==> src/hdl/thompson_nfa_builder_core_assert.svh <==
`ifndef THOMPSON_NFA_BUILDER_CORE_ASSERT_SVH
`define THOMPSON_NFA_BUILDER_CORE_ASSERT_SVH

// same-cycle implication, sampled on clk, off during reset
`define TNB_ASSERT_NOW(lbl, ante, cons) \
	lbl: assert property (@(posedge clk) disable iff (!arst_n) (ante) |-> (cons)) \
		else $error("tnb assertion failed");

// next-cycle implication
`define TNB_ASSERT_NEXT(lbl, ante, cons) \
	lbl: assert property (@(posedge clk) disable iff (!arst_n) (ante) |=> (cons)) \
		else $error("tnb assertion failed");

`endif

==> src/hdl/tnb_pkg.sv <==
package tnb_pkg;

	localparam int unsigned NODE_FW = 9;
	localparam int unsigned EDGE_FW = 12;

	localparam logic [1:0] KIND_EDGE    = 2'd0;
	localparam logic [1:0] KIND_SUMMARY = 2'd1;
	localparam logic [1:0] KIND_ERROR   = 2'd2;

	localparam logic       CMD_FINISH = 1'b1;

	localparam logic [7:0] SYM_A     = 8'h61;
	localparam logic [7:0] SYM_Z     = 8'h7a;
	localparam logic [7:0] SYM_DOT   = 8'h2e;
	localparam logic [7:0] SYM_PLUS  = 8'h2b;
	localparam logic [7:0] SYM_STAR  = 8'h2a;
	localparam logic [7:0] EPS_LABEL = 8'h45;

	localparam logic [EDGE_FW-1:0] EDGE_MAX = 12'hfff;

	typedef struct packed {
		logic                take_prev;
		logic                take_next;
	} cell_ctrl_t;

	typedef struct packed {
		logic [1:0]          kind;
		logic [NODE_FW-1:0]  from_node;
		logic [NODE_FW-1:0]  to_node;
		logic                is_epsilon;
		logic [7:0]          label;
		logic [NODE_FW-1:0]  node_count;
		logic [EDGE_FW-1:0]  edge_count;
		logic [NODE_FW-1:0]  accept_node;
		logic                last;
	} res_t;

	function automatic res_t mk_edge(logic [NODE_FW-1:0] from_n, logic [NODE_FW-1:0] to_n,
			logic eps, logic [7:0] lbl, logic lst);
		res_t r;
		r            = '0;
		r.kind       = KIND_EDGE;
		r.from_node  = from_n;
		r.to_node    = to_n;
		r.is_epsilon = eps;
		r.label      = eps ? EPS_LABEL : lbl;
		r.last       = lst;
		return r;
	endfunction

	function automatic res_t mk_error();
		res_t r;
		r      = '0;
		r.kind = KIND_ERROR;
		r.last = 1'b1;
		return r;
	endfunction

	function automatic logic [EDGE_FW-1:0] edge_sat(logic [EDGE_FW-1:0] e, logic [2:0] n);
		logic [EDGE_FW:0] s;
		s = {1'b0, e} + (EDGE_FW+1)'(n);
		return (s > (EDGE_FW+1)'(EDGE_MAX)) ? EDGE_MAX : s[EDGE_FW-1:0];
	endfunction

endpackage

==> src/hdl/tnb_in_if.sv <==
interface tnb_in_if;
	logic       valid;
	logic       ready;
	logic       cmd;
	logic [7:0] symbol;

	modport source (output valid, output cmd, output symbol, input ready);
	modport sink (input valid, input cmd, input symbol, output ready);
endinterface

==> src/hdl/tnb_out_if.sv <==
interface tnb_out_if;
	logic        valid;
	logic        ready;
	logic [1:0]  kind;
	logic [8:0]  from_node;
	logic [8:0]  to_node;
	logic        is_epsilon;
	logic [7:0]  label;
	logic [8:0]  node_count;
	logic [11:0] edge_count;
	logic [8:0]  accept_node;
	logic        last;

	modport source (output valid, output kind, output from_node, output to_node,
		output is_epsilon, output label, output node_count, output edge_count,
		output accept_node, output last, input ready);
	modport sink (input valid, input kind, input from_node, input to_node,
		input is_epsilon, input label, input node_count, input edge_count,
		input accept_node, input last, output ready);
endinterface

==> src/hdl/tnb_cell.sv <==
module tnb_cell #(
	parameter int unsigned W = 18
) (
	input  logic               clk,
	input  tnb_pkg::cell_ctrl_t ctrl,
	input  logic [W-1:0]       prev,
	input  logic [W-1:0]       next,
	output logic [W-1:0]       frag
);
	import tnb_pkg::*;

	logic [W-1:0] frag_q;

	// one stack entry {start, end}; push shifts away from the head, pop toward it
	always_ff @(posedge clk) begin
		if (ctrl.take_prev) begin
			frag_q <= prev;
		end else if (ctrl.take_next) begin
			frag_q <= next;
		end
	end

	assign frag = frag_q;
endmodule

==> src/hdl/thompson_nfa_builder_core.sv <==
// Thompson NFA builder: one postfix symbol per request, edges out one per cycle while results.ready holds.
// Latency: the first result of a request is valid the cycle after it is accepted.
// Flow: a request yields 0 to 4 results, 4 for a union; the next request is taken in the
// cycle its last result is taken, or at once when no result is pending.
// Reset: stack depth, node and edge counters and the pending-result count clear at once;
// the fragment cells and result slots keep what they held and are only read once written.
module thompson_nfa_builder_core #(
	parameter int unsigned STACK_DEPTH = 32,
	parameter int unsigned MAX_NODES   = 512
) (
	input  logic       clk,
	input  logic       arst_n,
	tnb_in_if.sink     symbols,
	tnb_out_if.source  results
);
	import tnb_pkg::*;

	localparam int unsigned NW = $clog2(MAX_NODES);
	localparam int unsigned CW = $clog2(STACK_DEPTH + 1);
	localparam int unsigned FW = 2 * NW;

	logic [CW-1:0]      cnt_q, cnt_d;
	logic [NW-1:0]      node_q, node_d;
	logic [EDGE_FW-1:0] edge_q;
	logic [2:0]         edge_add;
	logic               clear;

	logic [2:0]         pend_q, n_res;
	logic [1:0]         pos_q;
	res_t               slot_q [4];
	res_t               slot_d [4];
	res_t               cur;

	logic               in_fire, out_fire;
	logic [FW-1:0]      frag_w [STACK_DEPTH];
	logic [FW-1:0]      load_frag;
	cell_ctrl_t         ctl_head, ctl_body, head_sel, body_sel;

	logic [NW-1:0]      t_start, t_end, u_start, u_end, node_a, node_b;
	logic               fits;

	assign t_start = frag_w[0][FW-1:NW];
	assign t_end   = frag_w[0][NW-1:0];
	assign u_start = frag_w[1][FW-1:NW];
	assign u_end   = frag_w[1][NW-1:0];
	assign node_a  = node_q + NW'(1);
	assign node_b  = node_q + NW'(2);
	assign fits    = ({2'b00, node_q} + (NW+2)'(4)) <= (NW+2)'(MAX_NODES);

	always_comb begin
		for (int i = 0; i < 4; i++) begin
			slot_d[i] = '0;
		end
		n_res     = '0;
		cnt_d     = cnt_q;
		node_d    = node_q;
		edge_add  = '0;
		clear     = 1'b0;
		head_sel  = '0;
		body_sel  = '0;
		load_frag = frag_w[0];
		if (symbols.cmd == CMD_FINISH) begin
			clear = 1'b1;
			if (cnt_q == '0) begin
				slot_d[0] = mk_error();
				n_res     = 3'd1;
			end else begin
				slot_d[0]             = mk_edge('0, NODE_FW'(t_start), 1'b1, 8'h00, 1'b0);
				slot_d[1]             = '0;
				slot_d[1].kind        = KIND_SUMMARY;
				slot_d[1].node_count  = NODE_FW'(node_a);
				slot_d[1].edge_count  = edge_sat(edge_q, 3'd1);
				slot_d[1].accept_node = NODE_FW'(t_end);
				slot_d[1].last        = 1'b1;
				n_res                 = 3'd2;
			end
		end else if (symbols.symbol >= SYM_A && symbols.symbol <= SYM_Z) begin
			if (cnt_q >= CW'(STACK_DEPTH) || !fits) begin
				slot_d[0] = mk_error();
				n_res     = 3'd1;
			end else begin
				slot_d[0] = mk_edge(NODE_FW'(node_a), NODE_FW'(node_b), 1'b0,
					symbols.symbol, 1'b1);
				n_res              = 3'd1;
				edge_add           = 3'd1;
				cnt_d              = cnt_q + CW'(1);
				node_d             = node_b;
				load_frag          = {node_a, node_b};
				head_sel.take_prev = 1'b1;
				body_sel.take_prev = 1'b1;
			end
		end else if (symbols.symbol == SYM_DOT) begin
			if (cnt_q < CW'(2)) begin
				slot_d[0] = mk_error();
				n_res     = 3'd1;
			end else begin
				slot_d[0] = mk_edge(NODE_FW'(u_end), NODE_FW'(t_start), 1'b1, 8'h00, 1'b1);
				n_res              = 3'd1;
				edge_add           = 3'd1;
				cnt_d              = cnt_q - CW'(1);
				load_frag          = {u_start, t_end};
				head_sel.take_prev = 1'b1;
				body_sel.take_next = 1'b1;
			end
		end else if (symbols.symbol == SYM_PLUS) begin
			if (cnt_q < CW'(2) || !fits) begin
				slot_d[0] = mk_error();
				n_res     = 3'd1;
			end else begin
				slot_d[0] = mk_edge(NODE_FW'(node_a), NODE_FW'(t_start), 1'b1, 8'h00, 1'b0);
				slot_d[1] = mk_edge(NODE_FW'(node_a), NODE_FW'(u_start), 1'b1, 8'h00, 1'b0);
				slot_d[2] = mk_edge(NODE_FW'(t_end), NODE_FW'(node_b), 1'b1, 8'h00, 1'b0);
				slot_d[3] = mk_edge(NODE_FW'(u_end), NODE_FW'(node_b), 1'b1, 8'h00, 1'b1);
				n_res              = 3'd4;
				edge_add           = 3'd4;
				cnt_d              = cnt_q - CW'(1);
				node_d             = node_b;
				load_frag          = {node_a, node_b};
				head_sel.take_prev = 1'b1;
				body_sel.take_next = 1'b1;
			end
		end else if (symbols.symbol == SYM_STAR) begin
			if (cnt_q == '0) begin
				slot_d[0] = mk_error();
				n_res     = 3'd1;
			end else begin
				slot_d[0] = mk_edge(NODE_FW'(t_start), NODE_FW'(t_end), 1'b1, 8'h00, 1'b0);
				slot_d[1] = mk_edge(NODE_FW'(t_end), NODE_FW'(t_start), 1'b1, 8'h00, 1'b1);
				n_res     = 3'd2;
				edge_add  = 3'd2;
			end
		end
	end

	assign ctl_head = in_fire ? head_sel : '0;
	assign ctl_body = in_fire ? body_sel : '0;

	for (genvar i = 0; i < STACK_DEPTH; i++) begin : g_cell
		logic [FW-1:0] prev_w, next_w;
		cell_ctrl_t    ctl_w;
		if (i == 0) begin : g_head
			assign prev_w = load_frag;
			assign ctl_w  = ctl_head;
		end else begin : g_body
			assign prev_w = frag_w[i-1];
			assign ctl_w  = ctl_body;
		end
		if (i == STACK_DEPTH - 1) begin : g_tail
			assign next_w = '0;
		end else begin : g_mid
			assign next_w = frag_w[i+1];
		end
		tnb_cell #(.W(FW)) u_cell (
			.clk  (clk),
			.ctrl (ctl_w),
			.prev (prev_w),
			.next (next_w),
			.frag (frag_w[i])
		);
	end

	assign results.valid = pend_q != '0;
	assign out_fire      = results.valid && results.ready;
	assign symbols.ready = (pend_q == '0) || (out_fire && pend_q == 3'd1);
	assign in_fire       = symbols.valid && symbols.ready;

	always_ff @(posedge clk or negedge arst_n) begin
		if (!arst_n) begin
			cnt_q  <= '0;
			node_q <= '0;
			edge_q <= '0;
		end else if (in_fire) begin
			if (clear) begin
				cnt_q  <= '0;
				node_q <= '0;
				edge_q <= '0;
			end else begin
				cnt_q  <= cnt_d;
				node_q <= node_d;
				edge_q <= edge_sat(edge_q, edge_add);
			end
		end
	end

	always_ff @(posedge clk or negedge arst_n) begin
		if (!arst_n) begin
			pend_q <= '0;
			pos_q  <= '0;
		end else if (in_fire) begin
			pend_q <= n_res;
			pos_q  <= '0;
		end else if (out_fire) begin
			pend_q <= pend_q - 3'd1;
			pos_q  <= pos_q + 2'd1;
		end
	end

	always_ff @(posedge clk) begin
		if (in_fire) begin
			slot_q <= slot_d;
		end
	end

	assign cur                 = slot_q[pos_q];
	assign results.kind        = cur.kind;
	assign results.from_node   = cur.from_node;
	assign results.to_node     = cur.to_node;
	assign results.is_epsilon  = cur.is_epsilon;
	assign results.label       = cur.label;
	assign results.node_count  = cur.node_count;
	assign results.edge_count  = cur.edge_count;
	assign results.accept_node = cur.accept_node;
	assign results.last        = cur.last;

`include "thompson_nfa_builder_core_assert.svh"

	`TNB_ASSERT_NEXT(a_finish_clears, in_fire && symbols.cmd == CMD_FINISH, cnt_q == '0 && node_q == '0)
	`TNB_ASSERT_NOW(a_last_ends_item, results.valid && results.last, pend_q == 3'd1)
	`TNB_ASSERT_NOW(a_busy_stalls, pend_q > 3'd1, !symbols.ready)
	`TNB_ASSERT_NOW(a_node_bound, 1'b1, {2'b00, node_q} <= (NW+2)'(MAX_NODES - 2))

endmodule

==> src/flat_wrapper.sv <==
// flat-port wrapper written by rule: the top's interface ports become plain ports
module thompson_nfa_builder_core_flat import tnb_pkg::*;
#(
	parameter int unsigned STACK_DEPTH = 32,
	parameter int unsigned MAX_NODES   = 512
)
  (clk, arst_n, symbols_valid, symbols_cmd, symbols_symbol, symbols_ready, results_valid, results_kind, results_from_node, results_to_node, results_is_epsilon, results_label, results_node_count, results_edge_count, results_accept_node, results_last, results_ready);
  tnb_in_if symbols_i ();
  tnb_out_if results_i ();
  input  logic clk;
  input  logic arst_n;
  input wire logic [$bits(symbols_i.valid)-1:0] symbols_valid;
  input wire logic [$bits(symbols_i.cmd)-1:0] symbols_cmd;
  input wire logic [$bits(symbols_i.symbol)-1:0] symbols_symbol;
  output wire logic [$bits(symbols_i.ready)-1:0] symbols_ready;
  output wire logic [$bits(results_i.valid)-1:0] results_valid;
  output wire logic [$bits(results_i.kind)-1:0] results_kind;
  output wire logic [$bits(results_i.from_node)-1:0] results_from_node;
  output wire logic [$bits(results_i.to_node)-1:0] results_to_node;
  output wire logic [$bits(results_i.is_epsilon)-1:0] results_is_epsilon;
  output wire logic [$bits(results_i.label)-1:0] results_label;
  output wire logic [$bits(results_i.node_count)-1:0] results_node_count;
  output wire logic [$bits(results_i.edge_count)-1:0] results_edge_count;
  output wire logic [$bits(results_i.accept_node)-1:0] results_accept_node;
  output wire logic [$bits(results_i.last)-1:0] results_last;
  input wire logic [$bits(results_i.ready)-1:0] results_ready;
  assign symbols_i.valid = symbols_valid;
  assign symbols_i.cmd = symbols_cmd;
  assign symbols_i.symbol = symbols_symbol;
  assign symbols_ready = symbols_i.ready;
  assign results_valid = results_i.valid;
  assign results_kind = results_i.kind;
  assign results_from_node = results_i.from_node;
  assign results_to_node = results_i.to_node;
  assign results_is_epsilon = results_i.is_epsilon;
  assign results_label = results_i.label;
  assign results_node_count = results_i.node_count;
  assign results_edge_count = results_i.edge_count;
  assign results_accept_node = results_i.accept_node;
  assign results_last = results_i.last;
  assign results_i.ready = results_ready;
  thompson_nfa_builder_core #(.STACK_DEPTH(STACK_DEPTH), .MAX_NODES(MAX_NODES)) u_core (.clk(clk), .arst_n(arst_n), .symbols(symbols_i), .results(results_i));
endmodule
==> config.mk <==
export PLATFORM = sky130hd
export DESIGN_NAME = thompson_nfa_builder_core_flat
export DESIGN_NICKNAME = d
export VERILOG_FILES = /design/src/hdl/tnb_pkg.sv /design/src/hdl/tnb_in_if.sv /design/src/hdl/tnb_out_if.sv /design/src/hdl/tnb_cell.sv /design/src/hdl/thompson_nfa_builder_core.sv /design/src/flat_wrapper.sv
export VERILOG_INCLUDE_DIRS = /design/src /design/src/hdl
export SDC_FILE = /design/constraint.sdc
export NUM_CORES = 1
export LEC_CHECK = 0
export ABC_AREA = 1
export BUFFER_PORTS_ARGS = -buffer_cell sky130_fd_sc_hd__buf_2
export CORE_ASPECT_RATIO = 1.75
export CORE_MARGIN = 1.5
export CORE_UTILIZATION = 43
export CTS_CLUSTER_SIZE = 25
export DETAILED_ROUTE_END_ITERATION = 8
export GPL_TIMING_DRIVEN = 0
export RECOVER_POWER = 50
export SLEW_MARGIN = 40
export SYNTH_ARGS = -nofsm -noshare
export SYNTH_HDL_FRONTEND = slang
export SYNTH_SLANG_ARGS = --single-unit
==> constraint.sdc <==
create_clock -name clk -period 7.77 [get_ports clk]
set_input_delay 1.554 -clock clk [delete_from_list [all_inputs] [get_ports clk]]
set_output_delay 1.554 -clock clk [all_outputs]
set_load 0.1 [all_outputs]
==> flow_summary.rst <==
.. list-table::
   :header-rows: 1

   * - Metric
     - Value
   * - Run status
     - finished with violations
   * - Violated checks
     - max-capacitance violations, max-slew violations
   * - Period utilization
     - roughly three quarters
   * - Total count of hold-check failures in the final report
     - 0
   * - Number of nets still failing antenna checks after routing
     - 0
   * - Skew-Pair Late Insertion Delay
     - 0.63 ns
   * - Highest routed layer
     - met4
   * - EDFF count, synth
     - 683
   * - Routed length on met1
     - around 30000 µm
   * - Overall die width
     - approximately 210 µm
   * - Final count of pins violating max slew
     - 107
   * - Worst EP required
     - around 8 ns
   * - Most used flip-flop cell after synthesis
     - sky130_fd_sc_hd__edfxtp_1
   * - Boundary Pins
     - 75
   * - Flop pwr share
     - ~44%
   * - Starting density of the core
     - around 43%
   * - Cell type contributing the most total cell area after synthesis
     - sky130_fd_sc_hd__edfxtp_1
   * - Post-synth cell types
     - 42
   * - Number of antenna violations at the first check in global routing
     - 0
   * - First-pass GRT wire length
     - approximately 130000 µm
   * - Cell class contributing the biggest share of worst-path delay
     - buffers and inverters
   * - End-of-flow core utilization
     - 48.3%
   * - Static power due to leakage
     - 14.6 nW
   * - Cell at the slowest stage of the critical path
     - sky130_fd_sc_hd__clkbuf_1
   * - Deepest level of the CTS H-tree
     - 3
   * - Clk network pwr share
     - 31.6%
   * - Hold_buf cts
     - 0
   * - Number of buffers inserted during clock tree synthesis
     - 68
   * - Summed instance area of the synthesized netlist
     - between 0.03 and 0.04 mm²
   * - WP buf/inv
     - 5
   * - Hold WS
     - about 0.51 ns
   * - Count of vias placed by the detailed router
     - roughly 22000
   * - Sequential area share after synthesis
     - approximately two thirds
   * - Number of filler instances in the final layout
     - around 7000
   * - Number of DRC violations after detailed routing
     - 0
   * - Largest clock skew in the final design
     - around 0.034 ns
   * - Aggregate negative setup slack
     - 0 ns
   * - Number of clock sinks
     - 714
   * - Peak clock frequency supported by timing
     - 171 MHz
   * - Hold crit path type
     - reg2reg
   * - Max capacitance violation total
     - 3
   * - Die area
     - roughly 0.078 mm²
   * - Number of iterations in the first detailed-routing pass
     - 5
   * - Number of global-route vias before repair
     - roughly 22000
   * - Detailed-routed wire length on met3
     - 2440 µm
   * - Total power per unit cell area
     - approximately 290 mW/mm²
   * - Worst slack at placement
     - around 2.3 ns
   * - GPL Wtd Cong
     - 0.985
   * - Count of input and output buffers
     - 73
   * - Share of layout cells above drive strength 1
     - around 12%
   * - Total gr overflow
     - 0
   * - Largest net degree at the start of global routing
     - 77
   * - Detail Route met2 WL
     - 47500 µm
   * - Detailed Place HPWL
     - roughly 64000 µm
   * - Gate count after technology mapping
     - approximately 3000
   * - Time the worst path needs with I/O delays and setup
     - between 5 and 6 ns
   * - Share of the synthesized area in the top cell type
     - a little over three fifths
   * - Syn nets
     - 3105
   * - Synth-to-layout area growth
     - 11.2%
   * - Final total power
     - a little over 10 mW
   * - Diode count
     - 0
   * - Final setup margin
     - 1.91 ns
   * - TritonCTS clock tree
     - yes
   * - Resized cells post-CTS
     - 0
   * - Category of the worst setup path launch point
     - primary input
   * - Highest net fanout along the worst path
     - 44
   * - Fraction of registers with async set or reset after synthesis
     - under 10%
   * - Sequence of cells on the critical path
     - buf_2 -> nand3_1 -> nand2_1 -> nand2_1 -> clkinv_1 -> clkbuf_1 -> clkbuf_1 -> buf_12
   * - Site Rows
     - ~130
   * - Slew at the pin closest to its max-slew limit
     - ~2.3 ns
   * - Setup CP Type
     - in2reg
   * - Max VDD drop
     - around 0.00033 V
   * - Post-synthesis area per instance
     - between 10 and 15 µm²
   * - Crit path arrival time
     - roughly 6.2 ns
   * - Unrepaired setup endpoints after global routing
     - no
   * - Worst Setup End Kind
     - register
   * - Routed Wire Length
     - about 86000 µm
   * - Layout Nets
     - roughly 3300
   * - Post CTS Setup Buffer Count
     - 0
   * - Final setup violation count
     - 0
   * - Overall die height
     - between 300 and 400 µm
   * - Number of DRC violations after detailed-routing iteration 0
     - approximately 1500
   * - Via count normalized by instance count
     - 5.05
   * - Average detailed-routed wire length per instance
     - 19.9 µm
   * - Switching Share
     - 35.3%
   * - Longest Clk Path Bufs
     - 3
   * - Comb pwr share
     - between 20% and 30%
   * - Clock transition at path regs
     - around 0.06 ns
   * - Power dissipated by switching net loads
     - approximately 3.7 mW
   * - Synthesized flop and latch total
     - 714
   * - Biggest cell delay along the critical path
     - 1.70 ns
   * - Total number of yosys warnings
     - 0
   * - Tightest slew margin relative to the limit
     - -51.9%
   * - Total track usage
     - 22.3%
   * - Int Power
     - between 6 and 7 mW
   * - Clock Root Buffer
     - sky130_fd_sc_hd__clkbuf_16
   * - Synth top area cells
     - sky130_fd_sc_hd__edfxtp_1 (63%), sky130_fd_sc_hd__nand2_1 (6.7%), sky130_fd_sc_hd__a21oi_2 (5.2%), sky130_fd_sc_hd__o21ai_0 (5.1%), sky130_fd_sc_hd__nor2_1 (4.9%)
   * - Total core area
     - approximately 0.075 mm²
through the flow:
| step | area [µm²] | cells |
|---|---|---|
| finish | 36200 | 4292 |
| global route | 36200 | 4292 |
| CTS | 36600 | 4292 |
| floorplan | 32600 | 3077 |
| detailed placement | 34500 | 4172 |
| global placement | 34200 | 4162 |
flip-flops by register name, indices dropped and copies added, names as in the netlist:
signal	cells
u_core.node_q	8
u_core.g_cell.u_cell.frag	576
u_core.cnt_q	6
u_core.slot_q	107
u_core.pos_q	2
u_core.edge_q	12
u_core.pend_q	3
worst paths after layout:
kind	cells past startpoint	end	from	slack, ns
max in group asynchronous	1	u_core.edge_q[4]	arst_n	4.98
min in group asynchronous	1	u_core.pend_q[1]	arst_n	1.53
max	8	u_core.slot_q[124]	results_ready	1.91
min	2	u_core.cnt_q[4]	u_core.cnt_q[4]	0.51
max reg2reg	9	u_core.slot_q[124]	u_core.pend_q[0]	2.24
min reg2reg	2	u_core.cnt_q[4]	u_core.cnt_q[4]	0.51
power by group through the flow:
stage	combinational (mW)	clock, mW	sequential, mW
detailed placement	2.54	0	4.65
global route	2.65	3.47	4.60
finish	2.51	3.28	4.58
floorplan	1.94	0	4.65
CTS	2.54	3.34	4.57
global placement	2.50	0	4.69
layout by cell type (no fill, tap or decap), drive strengths merged:
cell,n
fa,2
ha,13
nor2,430
o31ai,1
mux2i,10
buf,130
bufinv,3
or2,3
o311ai,1
a31oi,2
dfrtp,31
o211ai,1
xor2,16
clkbuf,208
nand4,13
a21oi,275
nand2,585
a22o,1
o22ai,17
a32o,1
xnor2,1
clkinvlp,2
conb,1
nor3,10
nand3,93
clkinv,26
o21ai,336
edfxtp,683
inv,385
worst min-delay path: stages (launching register included):
cell and delay (ns):
sky130_fd_sc_hd__dfrtp_1 0.37, sky130_fd_sc_hd__nand2_1 0.06, sky130_fd_sc_hd__nand2_1 0.05
per-layer routing:
metal | vias to the layer above | GRT usage (%)
li1 | 10603 | -
met1 | 10438 | 21.8
met2 | 443 | 43.3
met3 | 197 | 2.79
met4 | 0 | 14.4
met5 | - | 0
area by class of cell:
type	instances	area (µm²)	area share (%)
well taps	1012	1270	3.49
flip-flops and latches	714	21300	58.8
plain buffers	164	704	1.94
clock buffers	91	1880	5.20
clock inverters	29	246	0.680
inverters	387	1450	4.01
repair buffers	83	606	1.67
multi-input cells	1812	8790	24.3
cells by family after synthesis:
group                    share of synthesized area, %
XOR/XNOR                                        0.457
flip-flops                                       65.3
buffers and inverters                            7.32
adder cells (fa/ha/maj)                         0.622
multiplexers                                    0.307
AND/OR/NAND/NOR                                  13.8
other                                          0.0115
AO/OA/AOI/OAI                                    12.1
cell usage after synthesis (2+ instances only):
cell type,number
sky130_fd_sc_hd__a21oi_1,81
sky130_fd_sc_hd__a21oi_2,194
sky130_fd_sc_hd__a31oi_1,2
sky130_fd_sc_hd__buf_1,2
sky130_fd_sc_hd__buf_2,71
sky130_fd_sc_hd__buf_4,10
sky130_fd_sc_hd__buf_6,25
sky130_fd_sc_hd__clkbuf_1,55
sky130_fd_sc_hd__clkinv_1,3
sky130_fd_sc_hd__dfrtp_1,31
sky130_fd_sc_hd__edfxtp_1,683
sky130_fd_sc_hd__fa_1,2
sky130_fd_sc_hd__ha_1,13
sky130_fd_sc_hd__inv_1,377
sky130_fd_sc_hd__inv_2,7
sky130_fd_sc_hd__mux2i_1,10
sky130_fd_sc_hd__nand2_1,579
sky130_fd_sc_hd__nand2_2,5
sky130_fd_sc_hd__nand3_1,91
sky130_fd_sc_hd__nand4_1,13
sky130_fd_sc_hd__nor2_1,424
sky130_fd_sc_hd__nor2_2,2
sky130_fd_sc_hd__nor2_4,3
sky130_fd_sc_hd__nor3_1,9
sky130_fd_sc_hd__o21ai_0,333
sky130_fd_sc_hd__o21ai_1,3
sky130_fd_sc_hd__o22ai_1,17
sky130_fd_sc_hd__or2_2,3
sky130_fd_sc_hd__xor2_1,16
Power figures use the tool's default switching activity.
